File: config.mk
export PLATFORM = sky130hd
export DESIGN_NAME = midi_track_event_parser
export DESIGN_NICKNAME = d
export VERILOG_FILES = /design/src/design/mtep_pkg.sv /design/src/design/midi_track_event_parser.sv /design/src/design/mtep_front.sv /design/src/design/mtep_queue.sv /design/src/design/mtep_back.sv
export VERILOG_INCLUDE_DIRS = /design/src /design/src/design
export SDC_FILE = /design/constraint.sdc
export NUM_CORES = 1
export LEC_CHECK = 0
export BUFFER_PORTS_ARGS = -buffer_cell sky130_fd_sc_hd__buf_2
export CORE_AREA = 2 2 180 182
export DETAILED_ROUTE_END_ITERATION = 7
export DIE_AREA = 0 0 182 184
export PLACE_DENSITY = 0.76
export SYNTH_ARGS = -nofsm -noshare
export SYNTH_HDL_FRONTEND = slang
export SYNTH_HIERARCHICAL = 1
export SYNTH_SLANG_ARGS = --single-unit
File: constraint.sdc
create_clock -name clk -period 8 [get_ports clk]
set_input_delay 2 -clock clk [delete_from_list [all_inputs] [get_ports clk]]
set_output_delay 2 -clock clk [all_outputs]
set_load 0.01 [all_outputs]
File: src/design/assert_macros.svh
// Assertion macros shared by the track parser modules.
// Each needs a clock clk in scope; ASSERT_CLKD also an active-low reset named rst_n.
`ifndef ASSERT_MACROS_SVH
`define ASSERT_MACROS_SVH

// Checked on every rising edge outside of reset.
`define ASSERT_CLKD(lbl, prop, msg) \
  lbl: assert property (@(posedge clk) disable iff (!rst_n) prop) else $error(msg);

// Checked on every rising edge, reset included.
`define ASSERT_ALWAYS(lbl, prop, msg) \
  lbl: assert property (@(posedge clk) prop) else $error(msg);

`endif

File: src/design/mtep_pkg.sv
// Shared types and constants of the MIDI track event parser.
// Used by the front, queue, back and top level modules; depends on nothing.
`timescale 1ns / 1ps
`default_nettype none

package mtep_pkg;

  localparam int unsigned UNIT_BYTES = 8;
  localparam int unsigned LANE_BITS = $clog2(UNIT_BYTES);

  localparam logic [1:0] KIND_HEADER  = 2'd0;
  localparam logic [1:0] KIND_LENGTH  = 2'd1;
  localparam logic [1:0] KIND_PAYLOAD = 2'd2;
  localparam logic [1:0] KIND_END     = 2'd3;

  localparam logic [7:0] STATUS_META   = 8'hFF;
  localparam logic [7:0] STATUS_SYSEX  = 8'hF0;
  localparam logic [7:0] STATUS_ESCAPE = 8'hF7;
  localparam logic [3:0] NIBBLE_SYSTEM = 4'hF;
  localparam logic [3:0] NIBBLE_PROG   = 4'hC;
  localparam logic [3:0] NIBBLE_PRESS  = 4'hD;
  localparam logic [7:0] META_END      = 8'h2F;

  typedef struct packed {
    logic [7:0] data;
    logic       start;
    logic       msb;
    logic       hi_system;
    logic       short_msg;
    logic       is_meta;
    logic       is_sysex;
    logic       is_end_type;
  } byte_class_t;

  typedef struct packed {
    logic        valid;
    byte_class_t entry;
  } queue_head_t;

endpackage

`default_nettype wire

File: src/design/midi_track_event_parser.sv
// Top level of the MIDI track event parser: front end, byte queue and parser core.
// Depends on mtep_pkg, mtep_front, mtep_queue and mtep_back.
//
// Channel  Direction  tdata                                    tuser           tlast
// in_      slave      [7:0] track_byte                         [0] track_start  none
// out_     master     [31:0] delta_time, [63:32] event_word    [1:0] unit_kind  end_of_track
//
// One byte is taken every cycle while the queue has room; the core retires one queued
// byte per cycle unless the output stalls, and registers each result beat it forms.
// The queue holds QUEUE_DEPTH bytes and lets input keep flowing while the output stalls.
// Reset is synchronous and clears the queue, the parser state and the output valid flag.
// A stalled output holds its beat and pauses the core; input stops once the queue is full.
`timescale 1ns / 1ps
`default_nettype none

module midi_track_event_parser #(
  parameter int unsigned QUEUE_DEPTH = 4
) (
  input  wire logic        clk,
  input  wire logic        rst_n,
  input  wire logic        in_tvalid,
  output logic             in_tready,
  input  wire logic [7:0]  in_tdata,   // [7:0] track_byte
  input  wire logic [0:0]  in_tuser,   // [0] track_start
  output logic             out_tvalid,
  input  wire logic        out_tready,
  output logic [63:0]      out_tdata,  // [31:0] delta_time, [63:32] event_word
  output logic [1:0]       out_tuser,  // [1:0] unit_kind
  output logic             out_tlast
);

  mtep_pkg::byte_class_t push_entry;
  mtep_pkg::queue_head_t head;
  logic                  q_push;
  logic                  q_full;
  logic                  q_pop;

  mtep_front u_front (
    .in_tvalid (in_tvalid),
    .in_tready (in_tready),
    .in_tdata  (in_tdata),
    .in_tuser  (in_tuser),
    .q_full    (q_full),
    .q_push    (q_push),
    .q_entry   (push_entry)
  );

  mtep_queue #(
    .DEPTH (QUEUE_DEPTH)
  ) u_queue (
    .clk        (clk),
    .rst_n      (rst_n),
    .push       (q_push),
    .push_entry (push_entry),
    .full       (q_full),
    .pop        (q_pop),
    .head       (head)
  );

  mtep_back u_back (
    .clk        (clk),
    .rst_n      (rst_n),
    .head       (head),
    .pop        (q_pop),
    .out_tvalid (out_tvalid),
    .out_tready (out_tready),
    .out_tdata  (out_tdata),
    .out_tuser  (out_tuser),
    .out_tlast  (out_tlast)
  );

endmodule

`default_nettype wire

File: src/design/mtep_front.sv
// Front end of the track parser: takes input beats and tags each byte with its class.
// Depends on mtep_pkg; feeds mtep_queue.
`timescale 1ns / 1ps
`default_nettype none

module mtep_front (
  input  wire logic                 in_tvalid,
  output logic                      in_tready,
  input  wire logic [7:0]           in_tdata,
  input  wire logic [0:0]           in_tuser,
  input  wire logic                 q_full,
  output logic                      q_push,
  output mtep_pkg::byte_class_t     q_entry
);

  assign in_tready = !q_full;
  assign q_push    = in_tvalid && !q_full;

  always_comb begin
    q_entry             = '0;
    q_entry.data        = in_tdata;
    q_entry.start       = in_tuser[0];
    q_entry.msb         = in_tdata[7];
    q_entry.hi_system   = (in_tdata[7:4] == mtep_pkg::NIBBLE_SYSTEM);
    q_entry.short_msg   = (in_tdata[7:4] == mtep_pkg::NIBBLE_PROG) ||
                          (in_tdata[7:4] == mtep_pkg::NIBBLE_PRESS);
    q_entry.is_meta     = (in_tdata == mtep_pkg::STATUS_META);
    q_entry.is_sysex    = (in_tdata == mtep_pkg::STATUS_SYSEX) ||
                          (in_tdata == mtep_pkg::STATUS_ESCAPE);
    q_entry.is_end_type = (in_tdata == mtep_pkg::META_END);
  end

endmodule

`default_nettype wire

File: src/design/mtep_queue.sv
// Short queue of classified bytes between the front end and the parser core.
// Depends on mtep_pkg and assert_macros.svh.
`timescale 1ns / 1ps
`default_nettype none
`include "assert_macros.svh"

module mtep_queue #(
  parameter int unsigned DEPTH = 4
) (
  input  wire logic                  clk,
  input  wire logic                  rst_n,
  input  wire logic                  push,
  input  wire mtep_pkg::byte_class_t push_entry,
  output logic                       full,
  input  wire logic                  pop,
  output mtep_pkg::queue_head_t      head
);

  localparam int unsigned PW = (DEPTH > 1) ? $clog2(DEPTH) : 1;
  localparam int unsigned CW = $clog2(DEPTH + 1);

  mtep_pkg::byte_class_t slot_r [DEPTH];
  logic [PW-1:0] wr_ptr_r;
  logic [PW-1:0] rd_ptr_r;
  logic [CW-1:0] count_r;
  logic          do_push;
  logic          do_pop;

  assign full       = (count_r == CW'(DEPTH));
  assign head       = {(count_r != '0), slot_r[rd_ptr_r]};
  assign do_push    = push && !full;
  assign do_pop     = pop && head.valid;

  always_ff @(posedge clk) begin
    if (do_push) begin
      slot_r[wr_ptr_r] <= push_entry;
    end
  end

  always_ff @(posedge clk) begin
    if (!rst_n) begin
      wr_ptr_r <= '0;
      rd_ptr_r <= '0;
      count_r  <= '0;
    end else begin
      if (do_push) begin
        wr_ptr_r <= (wr_ptr_r == PW'(DEPTH - 1)) ? '0 : wr_ptr_r + 1'b1;
      end
      if (do_pop) begin
        rd_ptr_r <= (rd_ptr_r == PW'(DEPTH - 1)) ? '0 : rd_ptr_r + 1'b1;
      end
      if (do_push && !do_pop) begin
        count_r <= count_r + 1'b1;
      end else if (do_pop && !do_push) begin
        count_r <= count_r - 1'b1;
      end
    end
  end

  `ASSERT_CLKD(a_count_bound, count_r <= CW'(DEPTH), "queue fill count beyond depth")

endmodule

`default_nettype wire

File: src/design/mtep_back.sv
// Parser core: walks the track grammar one queued byte per cycle unless stalled.
// Registers result beats. Depends on mtep_pkg and assert_macros.svh; fed by mtep_queue.
`timescale 1ns / 1ps
`default_nettype none
`include "assert_macros.svh"

module mtep_back (
  input  wire logic                  clk,
  input  wire logic                  rst_n,
  input  wire mtep_pkg::queue_head_t head,
  output logic                       pop,
  output logic                       out_tvalid,
  input  wire logic                  out_tready,
  output logic [63:0]                out_tdata,
  output logic [1:0]                 out_tuser,
  output logic                       out_tlast
);

  typedef enum logic [2:0] {
    PH_DELTA,
    PH_STATUS,
    PH_DATA1,
    PH_DATA2,
    PH_META,
    PH_LENGTH,
    PH_PAYLOAD
  } phase_t;

  localparam int unsigned LB = mtep_pkg::LANE_BITS;
  localparam int unsigned NB = mtep_pkg::UNIT_BYTES;

  phase_t      phase_r, phase_nxt, cur_phase;
  logic [31:0] acc_r, acc_nxt, cur_acc;
  logic [31:0] held_r, held_nxt, cur_held;
  logic [7:0]  status_r, status_nxt, cur_status;
  logic        short_r, short_nxt, cur_short;
  logic [7:0]  running_r, running_nxt, cur_running;
  logic        run_short_r, run_short_nxt, cur_run_short;
  logic [7:0]  first_r, first_nxt, cur_first;
  logic        meta_end_r, meta_end_nxt, cur_meta_end;
  logic [31:0] left_r, left_nxt, cur_left;
  logic [7:0]  buf_r [NB];
  logic [7:0]  buf_nxt [NB];
  logic [7:0]  cur_buf [NB];
  logic [7:0]  merged [NB];
  logic [LB-1:0] pos_r, pos_nxt, cur_pos;
  logic        done_r, done_nxt, cur_done;

  logic        out_valid_r;
  logic [31:0] out_lo_r, out_hi_r;
  logic [1:0]  out_kind_r;
  logic        out_last_r;

  logic        emit;
  logic [31:0] e_lo, e_hi;
  logic [1:0]  e_kind;
  logic        e_last;
  logic [31:0] shifted;
  logic [28:0] len_units;
  logic        pay_last;
  logic [63:0] merged_flat;
  mtep_pkg::byte_class_t e;

  assign e          = head.entry;
  assign pop        = head.valid && (!out_valid_r || out_tready);
  assign out_tvalid = out_valid_r;
  assign out_tdata  = {out_hi_r, out_lo_r};
  assign out_tuser  = out_kind_r;
  assign out_tlast  = out_last_r;

  always_comb begin
    cur_phase     = e.start ? PH_DELTA : phase_r;
    cur_acc       = e.start ? '0 : acc_r;
    cur_held      = e.start ? '0 : held_r;
    cur_status    = e.start ? '0 : status_r;
    cur_short     = e.start ? 1'b0 : short_r;
    cur_running   = e.start ? '0 : running_r;
    cur_run_short = e.start ? 1'b0 : run_short_r;
    cur_first     = e.start ? '0 : first_r;
    cur_meta_end  = e.start ? 1'b0 : meta_end_r;
    cur_left      = e.start ? '0 : left_r;
    cur_pos       = e.start ? '0 : pos_r;
    cur_done      = e.start ? 1'b0 : done_r;
    for (int i = 0; i < NB; i++) begin
      cur_buf[i] = e.start ? 8'h00 : buf_r[i];
      merged[i]  = (cur_pos == LB'(i)) ? e.data : cur_buf[i];
    end
    for (int i = 0; i < NB; i++) begin
      merged_flat[8*i +: 8] = merged[i];
    end
    shifted   = {cur_acc[24:0], e.data[6:0]};
    len_units = shifted[31:3];
    pay_last  = (cur_left == 32'd1);
  end

  always_comb begin
    phase_nxt     = cur_phase;
    acc_nxt       = cur_acc;
    held_nxt      = cur_held;
    status_nxt    = cur_status;
    short_nxt     = cur_short;
    running_nxt   = cur_running;
    run_short_nxt = cur_run_short;
    first_nxt     = cur_first;
    meta_end_nxt  = cur_meta_end;
    left_nxt      = cur_left;
    buf_nxt       = cur_buf;
    pos_nxt       = cur_pos;
    done_nxt      = cur_done;
    emit          = 1'b0;
    e_lo          = cur_held;
    e_hi          = '0;
    e_kind        = mtep_pkg::KIND_HEADER;
    e_last        = 1'b0;
    if (!cur_done) begin
      unique case (cur_phase)
        PH_DELTA: begin
          acc_nxt = shifted;
          if (!e.msb) begin
            held_nxt  = shifted;
            acc_nxt   = '0;
            phase_nxt = PH_STATUS;
          end
        end
        PH_STATUS: begin
          if (!e.msb) begin
            status_nxt = cur_running;
            short_nxt  = cur_run_short;
            first_nxt  = e.data;
            if (cur_run_short) begin
              phase_nxt = PH_DELTA;
              emit      = 1'b1;
              e_hi      = {16'h0000, e.data, cur_running};
            end else begin
              phase_nxt = PH_DATA2;
            end
          end else begin
            status_nxt = e.data;
            short_nxt  = e.short_msg;
            if (!e.hi_system) begin
              phase_nxt = PH_DATA1;
            end else if (e.is_meta) begin
              running_nxt   = '0;
              run_short_nxt = 1'b0;
              phase_nxt     = PH_META;
            end else if (e.is_sysex) begin
              running_nxt   = '0;
              run_short_nxt = 1'b0;
              phase_nxt     = PH_LENGTH;
              emit          = 1'b1;
              e_hi          = {24'h000000, e.data};
            end else begin
              phase_nxt = PH_DELTA;
              emit      = 1'b1;
            end
          end
        end
        PH_DATA1: begin
          first_nxt = e.data;
          if (cur_short) begin
            running_nxt   = cur_status;
            run_short_nxt = 1'b1;
            phase_nxt     = PH_DELTA;
            emit          = 1'b1;
            e_hi          = {16'h0000, e.data, cur_status};
          end else begin
            phase_nxt = PH_DATA2;
          end
        end
        PH_DATA2: begin
          running_nxt   = cur_status;
          run_short_nxt = cur_short;
          phase_nxt     = PH_DELTA;
          emit          = 1'b1;
          e_hi          = {8'h00, e.data, cur_first, cur_status};
        end
        PH_META: begin
          meta_end_nxt = e.is_end_type;
          phase_nxt    = PH_LENGTH;
          if (!e.is_end_type) begin
            emit = 1'b1;
            e_hi = {16'h0000, e.data, mtep_pkg::STATUS_META};
          end
        end
        PH_LENGTH: begin
          if (e.msb) begin
            acc_nxt = shifted;
          end else begin
            acc_nxt = '0;
            if ((cur_status == mtep_pkg::STATUS_META) && cur_meta_end) begin
              done_nxt  = 1'b1;
              phase_nxt = PH_DELTA;
              emit      = 1'b1;
              e_lo      = '0;
              e_kind    = mtep_pkg::KIND_END;
              e_last    = 1'b1;
            end else begin
              for (int i = 0; i < NB; i++) begin
                buf_nxt[i] = 8'h00;
              end
              pos_nxt  = '0;
              left_nxt = shifted;
              emit     = 1'b1;
              e_kind   = mtep_pkg::KIND_LENGTH;
              if ((cur_status == mtep_pkg::STATUS_SYSEX) && (shifted != '0)) begin
                e_lo       = (shifted == '1) ? shifted : shifted + 32'd1;
                e_hi       = {3'b000, len_units} + 32'd1;
                buf_nxt[0] = mtep_pkg::STATUS_SYSEX;
                pos_nxt    = LB'(1);
              end else begin
                e_lo = shifted;
                e_hi = {3'b000, len_units} + {31'd0, (shifted[2:0] != 3'b000)};
              end
              phase_nxt = (shifted != '0) ? PH_PAYLOAD : PH_DELTA;
            end
          end
        end
        PH_PAYLOAD: begin
          left_nxt = cur_left - 32'd1;
          if ((cur_pos == LB'(NB - 1)) || pay_last) begin
            for (int i = 0; i < NB; i++) begin
              buf_nxt[i] = 8'h00;
            end
            pos_nxt = '0;
            if (pay_last) begin
              phase_nxt = PH_DELTA;
            end
            emit   = 1'b1;
            e_lo   = merged_flat[31:0];
            e_hi   = merged_flat[63:32];
            e_kind = mtep_pkg::KIND_PAYLOAD;
          end else begin
            buf_nxt = merged;
            pos_nxt = cur_pos + 1'b1;
          end
        end
        default: begin
          phase_nxt = PH_DELTA;
        end
      endcase
    end
  end

  always_ff @(posedge clk) begin
    if (!rst_n) begin
      phase_r     <= PH_DELTA;
      acc_r       <= '0;
      held_r      <= '0;
      status_r    <= '0;
      short_r     <= 1'b0;
      running_r   <= '0;
      run_short_r <= 1'b0;
      first_r     <= '0;
      meta_end_r  <= 1'b0;
      left_r      <= '0;
      pos_r       <= '0;
      done_r      <= 1'b0;
      out_valid_r <= 1'b0;
      for (int i = 0; i < NB; i++) begin
        buf_r[i] <= 8'h00;
      end
    end else begin
      if (pop) begin
        phase_r     <= phase_nxt;
        acc_r       <= acc_nxt;
        held_r      <= held_nxt;
        status_r    <= status_nxt;
        short_r     <= short_nxt;
        running_r   <= running_nxt;
        run_short_r <= run_short_nxt;
        first_r     <= first_nxt;
        meta_end_r  <= meta_end_nxt;
        left_r      <= left_nxt;
        pos_r       <= pos_nxt;
        done_r      <= done_nxt;
        buf_r       <= buf_nxt;
      end
      if (pop && emit) begin
        out_valid_r <= 1'b1;
      end else if (out_tready) begin
        out_valid_r <= 1'b0;
      end
    end
  end

  always_ff @(posedge clk) begin
    if (pop && emit) begin
      out_lo_r   <= e_lo;
      out_hi_r   <= e_hi;
      out_kind_r <= e_kind;
      out_last_r <= e_last;
    end
  end

  `ASSERT_CLKD(a_done_idle, done_r |-> (phase_r == PH_DELTA), "finished track left delta phase")
  `ASSERT_CLKD(a_payload_left, (phase_r == PH_PAYLOAD) |-> (left_r != '0),
               "payload phase with no bytes left")
  `ASSERT_CLKD(a_end_last, out_valid_r |-> ((out_kind_r == mtep_pkg::KIND_END) == out_last_r),
               "end unit and last flag disagree")

endmodule

`default_nettype wire

Word level (Yosys, flattened, before mapping)
Memory sizes are Yosys's and may differ from the RTL's. A register that Yosys moved wholly into a read port is not among the register bits.
Cells that the tools add are included.
- multiplexer cells: 136
- add/subtract/negate cells: 9
- reductions and logical operators: 25
- equality and inequality tests: 27
- operator list (operator ; count):
    32-bit two-way mux ; 25
    64-bit two-way mux ; 4
    8-bit two-way mux ; 32
    32-bit case mux with 6 select lines ; 1
    32-bit case mux with 2 select lines ; 2
    64-bit case mux with 2 select lines ; 1
    3-bit two-way mux ; 19
    16-bit two-way mux ; 3
    8-bit equality test, second input constant ; 5
    1-bit two-way mux ; 33
    32-bit by 1-bit adder with 32-bit output, second input constant ; 1
    32-bit by 1-bit equality test with 1-bit output, second input constant ; 1
    32-bit equality test, second input constant ; 1
    32-bit nonzero test ; 1
    32-bit by 1-bit subtractor with 32-bit output, second input constant ; 1
    29-bit by 1-bit adder with 30-bit output ; 1
    29-bit by 1-bit adder with 30-bit output, second input constant ; 1
    3-bit equality test, second input constant ; 8
    8-bit case mux with 3 select lines ; 1
    2-bit two-way mux ; 9
    3-bit case mux with 6 select lines ; 1
    8-bit case mux with 2 select lines ; 1
    3-bit by 2-bit equality test with 1-bit output, second input constant ; 4
    4-bit equality test, second input constant ; 3
    other kinds (17) ; 38
- register bits: 269
- input bits: 13
- memory bits (writable): 60
- memories: 1
- logic and storage cells: 226
- output and inout port bits: 69
- memories (name ; depth ; width ; read ports ; clocked after Yosys merged registers in ; write ports ; RTL line ; text):
    u_queue.slot_r ; 4 ; 15 ; 1 ; 1 ; 1 ; mtep_queue.sv:22 ; mtep_pkg::byte_class_t slot_r [DEPTH];

Logic depth before layout (Yosys ltp)
- word-level depth: 8
- depth in mapped cells: 20
- depth with buffers taken out: 13

By module
The synthesis kept the hierarchy.
- by module, submodules not included (module ; instances ; cells an instance ; area an instance (um^2) ; seq. area each (um^2)):
    mtep_back ; 1 ; 1826 ; 14652.8 ; 5775.5
    mtep_queue ; 1 ; 129 ; 2666.3 ; 1981.9
    mtep_front ; 1 ; 23 ; 148.9 ; 0.0

Worst setup path after synthesis
Ideal clock, no wire load.
- kind: register -> register
- start point: register with a tool-made name
- end point: register u_back.out_hi_r[0] (enable)
- buffers on the path: 7
- clock period less this slack: 8.623 ns
- required time: 7.406 ns
- setup slack: -0.623 ns
- arrival time: 8.029 ns
- setup time: 0.594 ns
- cell stages (with the launch flop): 17
- path through: dfxtp_1 > buf_6 > buf_12 > mux4_2 > buf_2 > buf_2 > buf_2 > inv_1 > clkbuf_1 > buf_1 > nand2_1 > inv_1 > ha_1 > ha_1 > a41o_1 > nand2_1 > a211oi_1
- RTL lines (item ; RTL line ; text):
    to (signal assigned) ; mtep_back.sv:289 ; out_hi_r <= e_hi;
    to (decl) ; mtep_back.sv:50 ; logic [31:0] out_lo_r, out_hi_r;

==> qor.yml <==
status: "finished clean"
synthMuxAreaShare_pct: 2.71
die_area_um2: 33500
startpoint_type: "register"
num-fill-cells: 2680
p_per_area_nw_per_um2: 299
dr.pass1.iters: 8
syn-num-nets: 2010
antenna_left: 0
rrSetupSlack_ns: 2.36
cts_resized: 0
h-tree-depth: 2
grt_use_total_pct: 38.0
dp.cells: 2324
ys_seq_area_share_pct: 44.4
areaGrowthSynthToFinish_pct: 10.6
start_util_pct: 55.6
synth_xor_area_share_pct: 3.16
synth-edff-count: 127
setup-violations-final: 0
finalCoreUtilization_pct: 61.5
layout.nets: 1994
cp.arrival_ns: 5.79
core_area_um2: 31400
numPortBuffers: 81
crit_type: "register to register"
place_congestion: 1.03
synth_top_area_cell: "dfxtp_1"
crit_path_end_kind: "register"
synth_seq_cells: 324
grt_max_degree: 73
final.min_clock_period_ns: 5.64
clock_path_buffers: 3
p_total_mw: 5.77
hp-class: "register to register"
cts_hold_buf: 0
post_cts_buffers: 0
cts-root-buf: "clkbuf_16"
async_flop_share_pct: 0
synth_compound_area_share_pct: 21.5
first_iter_violations: 3003
drive_gt1_share_pct: 12.4
totalWireLength_mm: 64.9
final_cells: 2392
worst_slew_pin_slew_ns: 1.34
cts_tree: "done"
path_clk_slew_ns: 0.06
rows: 65
clock_sinks: 324
synthCells: 1978
diodes: 0
maxSlewViolCount: 0
die_h_um: 184
drc: 0
relSlewSlack_pct: 10.2
grt_pass1_wl_mm: 96.9
syn-cell-area_um2: 17500
via_per_inst: 7.12
postSynthAreaPerCell_um2: 8.83
finClkSkew_ns: 0.0298
vdd_drop_max_mv: 0.245
final.setup.tns_ns: 0
rsz0062_at_grt: "no"
final_common_cell: "nand2_1"
clock_latency_ns: 0.54
wl_per_cell_um: 27.1
cts_buffers: 38
cp_max_fo: 62
yosysWarnings: 6
fmax_mhz: 177
synthAdderAreaFrac_pct: 1.40
maxCapViolations: 0
grt_pass1_vias: 15700
synth_top_area_share_pct: 22.6
crit_required_ns: 8.15
final_cell_mix: "201 x nand2_1, 197 x dfxtp_1, 186 x nor2_1, 143 x a21oi_1, 127 x edfxtp_1"
synth_area_leaders: "dfxtp_1 23%, edfxtp_1 22%, a22oi_1 4.8%"
vias: 17000
dp_hpwl_mm: 43.7
synth.distinct_cells: 86
synth-main-ff-cell: "dfxtp_1"
period_share_pct: 70.5
antenna_found_initial: 0
synth_top_family_by_area: "simple AND/OR/NAND/NOR gates"
cellLeakagePower_nw: 6.72
synth-simple-area-share_pct: 21.5
finalHoldViolCount: 0
die_x_um: 182
ios: 82
grt.overflow.total: 0
==> power by group <==
part,switching [mW],total [mW],internal [mW]
clock,0.712,1.78,1.07
combinational,1.53,2.05,0.520
sequential,0.117,1.93,1.82
==> routing by layer <==
metal | part of all wire [%] | global-route usage (%) | wire (um) | up-vias
met3 | 13 | 8.46 | 8310 | 315
met5 | 0 | 0 | 0 | -
met1 | 36 | 48.8 | 23500 | 7986
li1 | - | - | - | 7329
met4 | 8.2 | 26.8 | 5350 | 0
met2 | 43 | 57.0 | 27700 | 1404
==> path summary, 6_finish.rpt <==
kind	start	endpoint	cells past startpoint
max	register	u_back/out_lo_r[16]$_DFFE_PP_	12
min	u_back/buf_r[1]$_SDFFE_PN0P_	u_back/buf_r[1]$_SDFFE_PN0P_	1
max reg2reg	register	u_back/out_lo_r[16]$_DFFE_PP_	12
min reg2reg	u_back/buf_r[1]$_SDFFE_PN0P_	u_back/buf_r[1]$_SDFFE_PN0P_	1
==> cell usage after synthesis, types with 15 or more instances <==
| library cell | instances |
|---|---|
| edfxtp_1 | 127 |
| buf_2 | 23 |
| nand2_1 | 201 |
| nor2_1 | 189 |
| xnor2_1 | 43 |
| o21ai_0 | 96 |
| a22o_1 | 19 |
| nor3b_1 | 15 |
| a31oi_1 | 38 |
| and3_1 | 18 |
| nor2b_1 | 30 |
| a22oi_1 | 111 |
| nand3_1 | 81 |
| nor3_1 | 65 |
| and2_1 | 23 |
| nand4_1 | 29 |
| a21oi_1 | 143 |
| inv_1 | 30 |
| xor2_1 | 20 |
| nor4_1 | 34 |
| dfxtp_1 | 197 |
| clkbuf_1 | 138 |
| ha_1 | 18 |
==> through the flow <==
step	cell area (um^2)	hold WS [ns]	worst slack (ns)
floorplan	17500	0.421	1.54
global placement	18000	0.438	2.72
detailed placement	18000	0.446	2.56
CTS	19300	0.465	2.50
global route	19300	0.476	2.15
finish	19300	0.463	2.36
==> worst max-delay path, stage by stage, from the launching register on <==
cell and delay, ns:
dfxtp_1 0.79, mux4_4 0.78, inv_1 0.17, buf_4 0.28
nand2_1 0.15, inv_1 0.13, ha_1 0.20, ha_1 0.60
a41o_1 0.31, buf_4 0.32, nand2_1 0.19, a211oi_4 0.45
buf_4 0.77
==> cells by family after synthesis <==
family | Yosys count
AO/OA/AOI/OAI | 568
multiplexers | 27
flip-flops | 324
XOR/XNOR | 63
buffers and inverters | 219
AND/OR/NAND/NOR | 758
adder cells (fa/ha/maj) | 19
==> state kept, by name, summed over array words and instances, names as in the netlist, named ones only <==
name,flops
u_back/out_tuser,2
u_back/out_hi_r,32
u_back/buf_r,64
u_back/running_r,8
u_back/done_r,1
u_back/status_r,8
u_back/left_r,32
u_back/out_tvalid,1
u_queue/count_r,3
u_back/phase_r,3
u_queue/rd_ptr_r,2
u_back/out_tlast,1
u_queue/slot_r,60
u_back/meta_end_r,1
u_back/run_short_r,1
u_queue/wr_ptr_r,2
u_back/pos_r,3
u_back/acc_r,25
u_back/held_r,32
u_back/out_lo_r,32
u_back/first_r,8
u_back/short_r,1
==> cell type report <==
class	count	area, um^2	area share [%]
Timing Repair Buffer	132	788	4.08
Inverter	31	119	0.615
Clock buffer	45	1010	5.22
Tap cell	402	503	2.60
Multi-Input combinational cell	1435	8870	45.9
Clock inverter	23	272	1.41
Sequential cell	324	7760	40.2
Power figures use the tool's default switching activity.
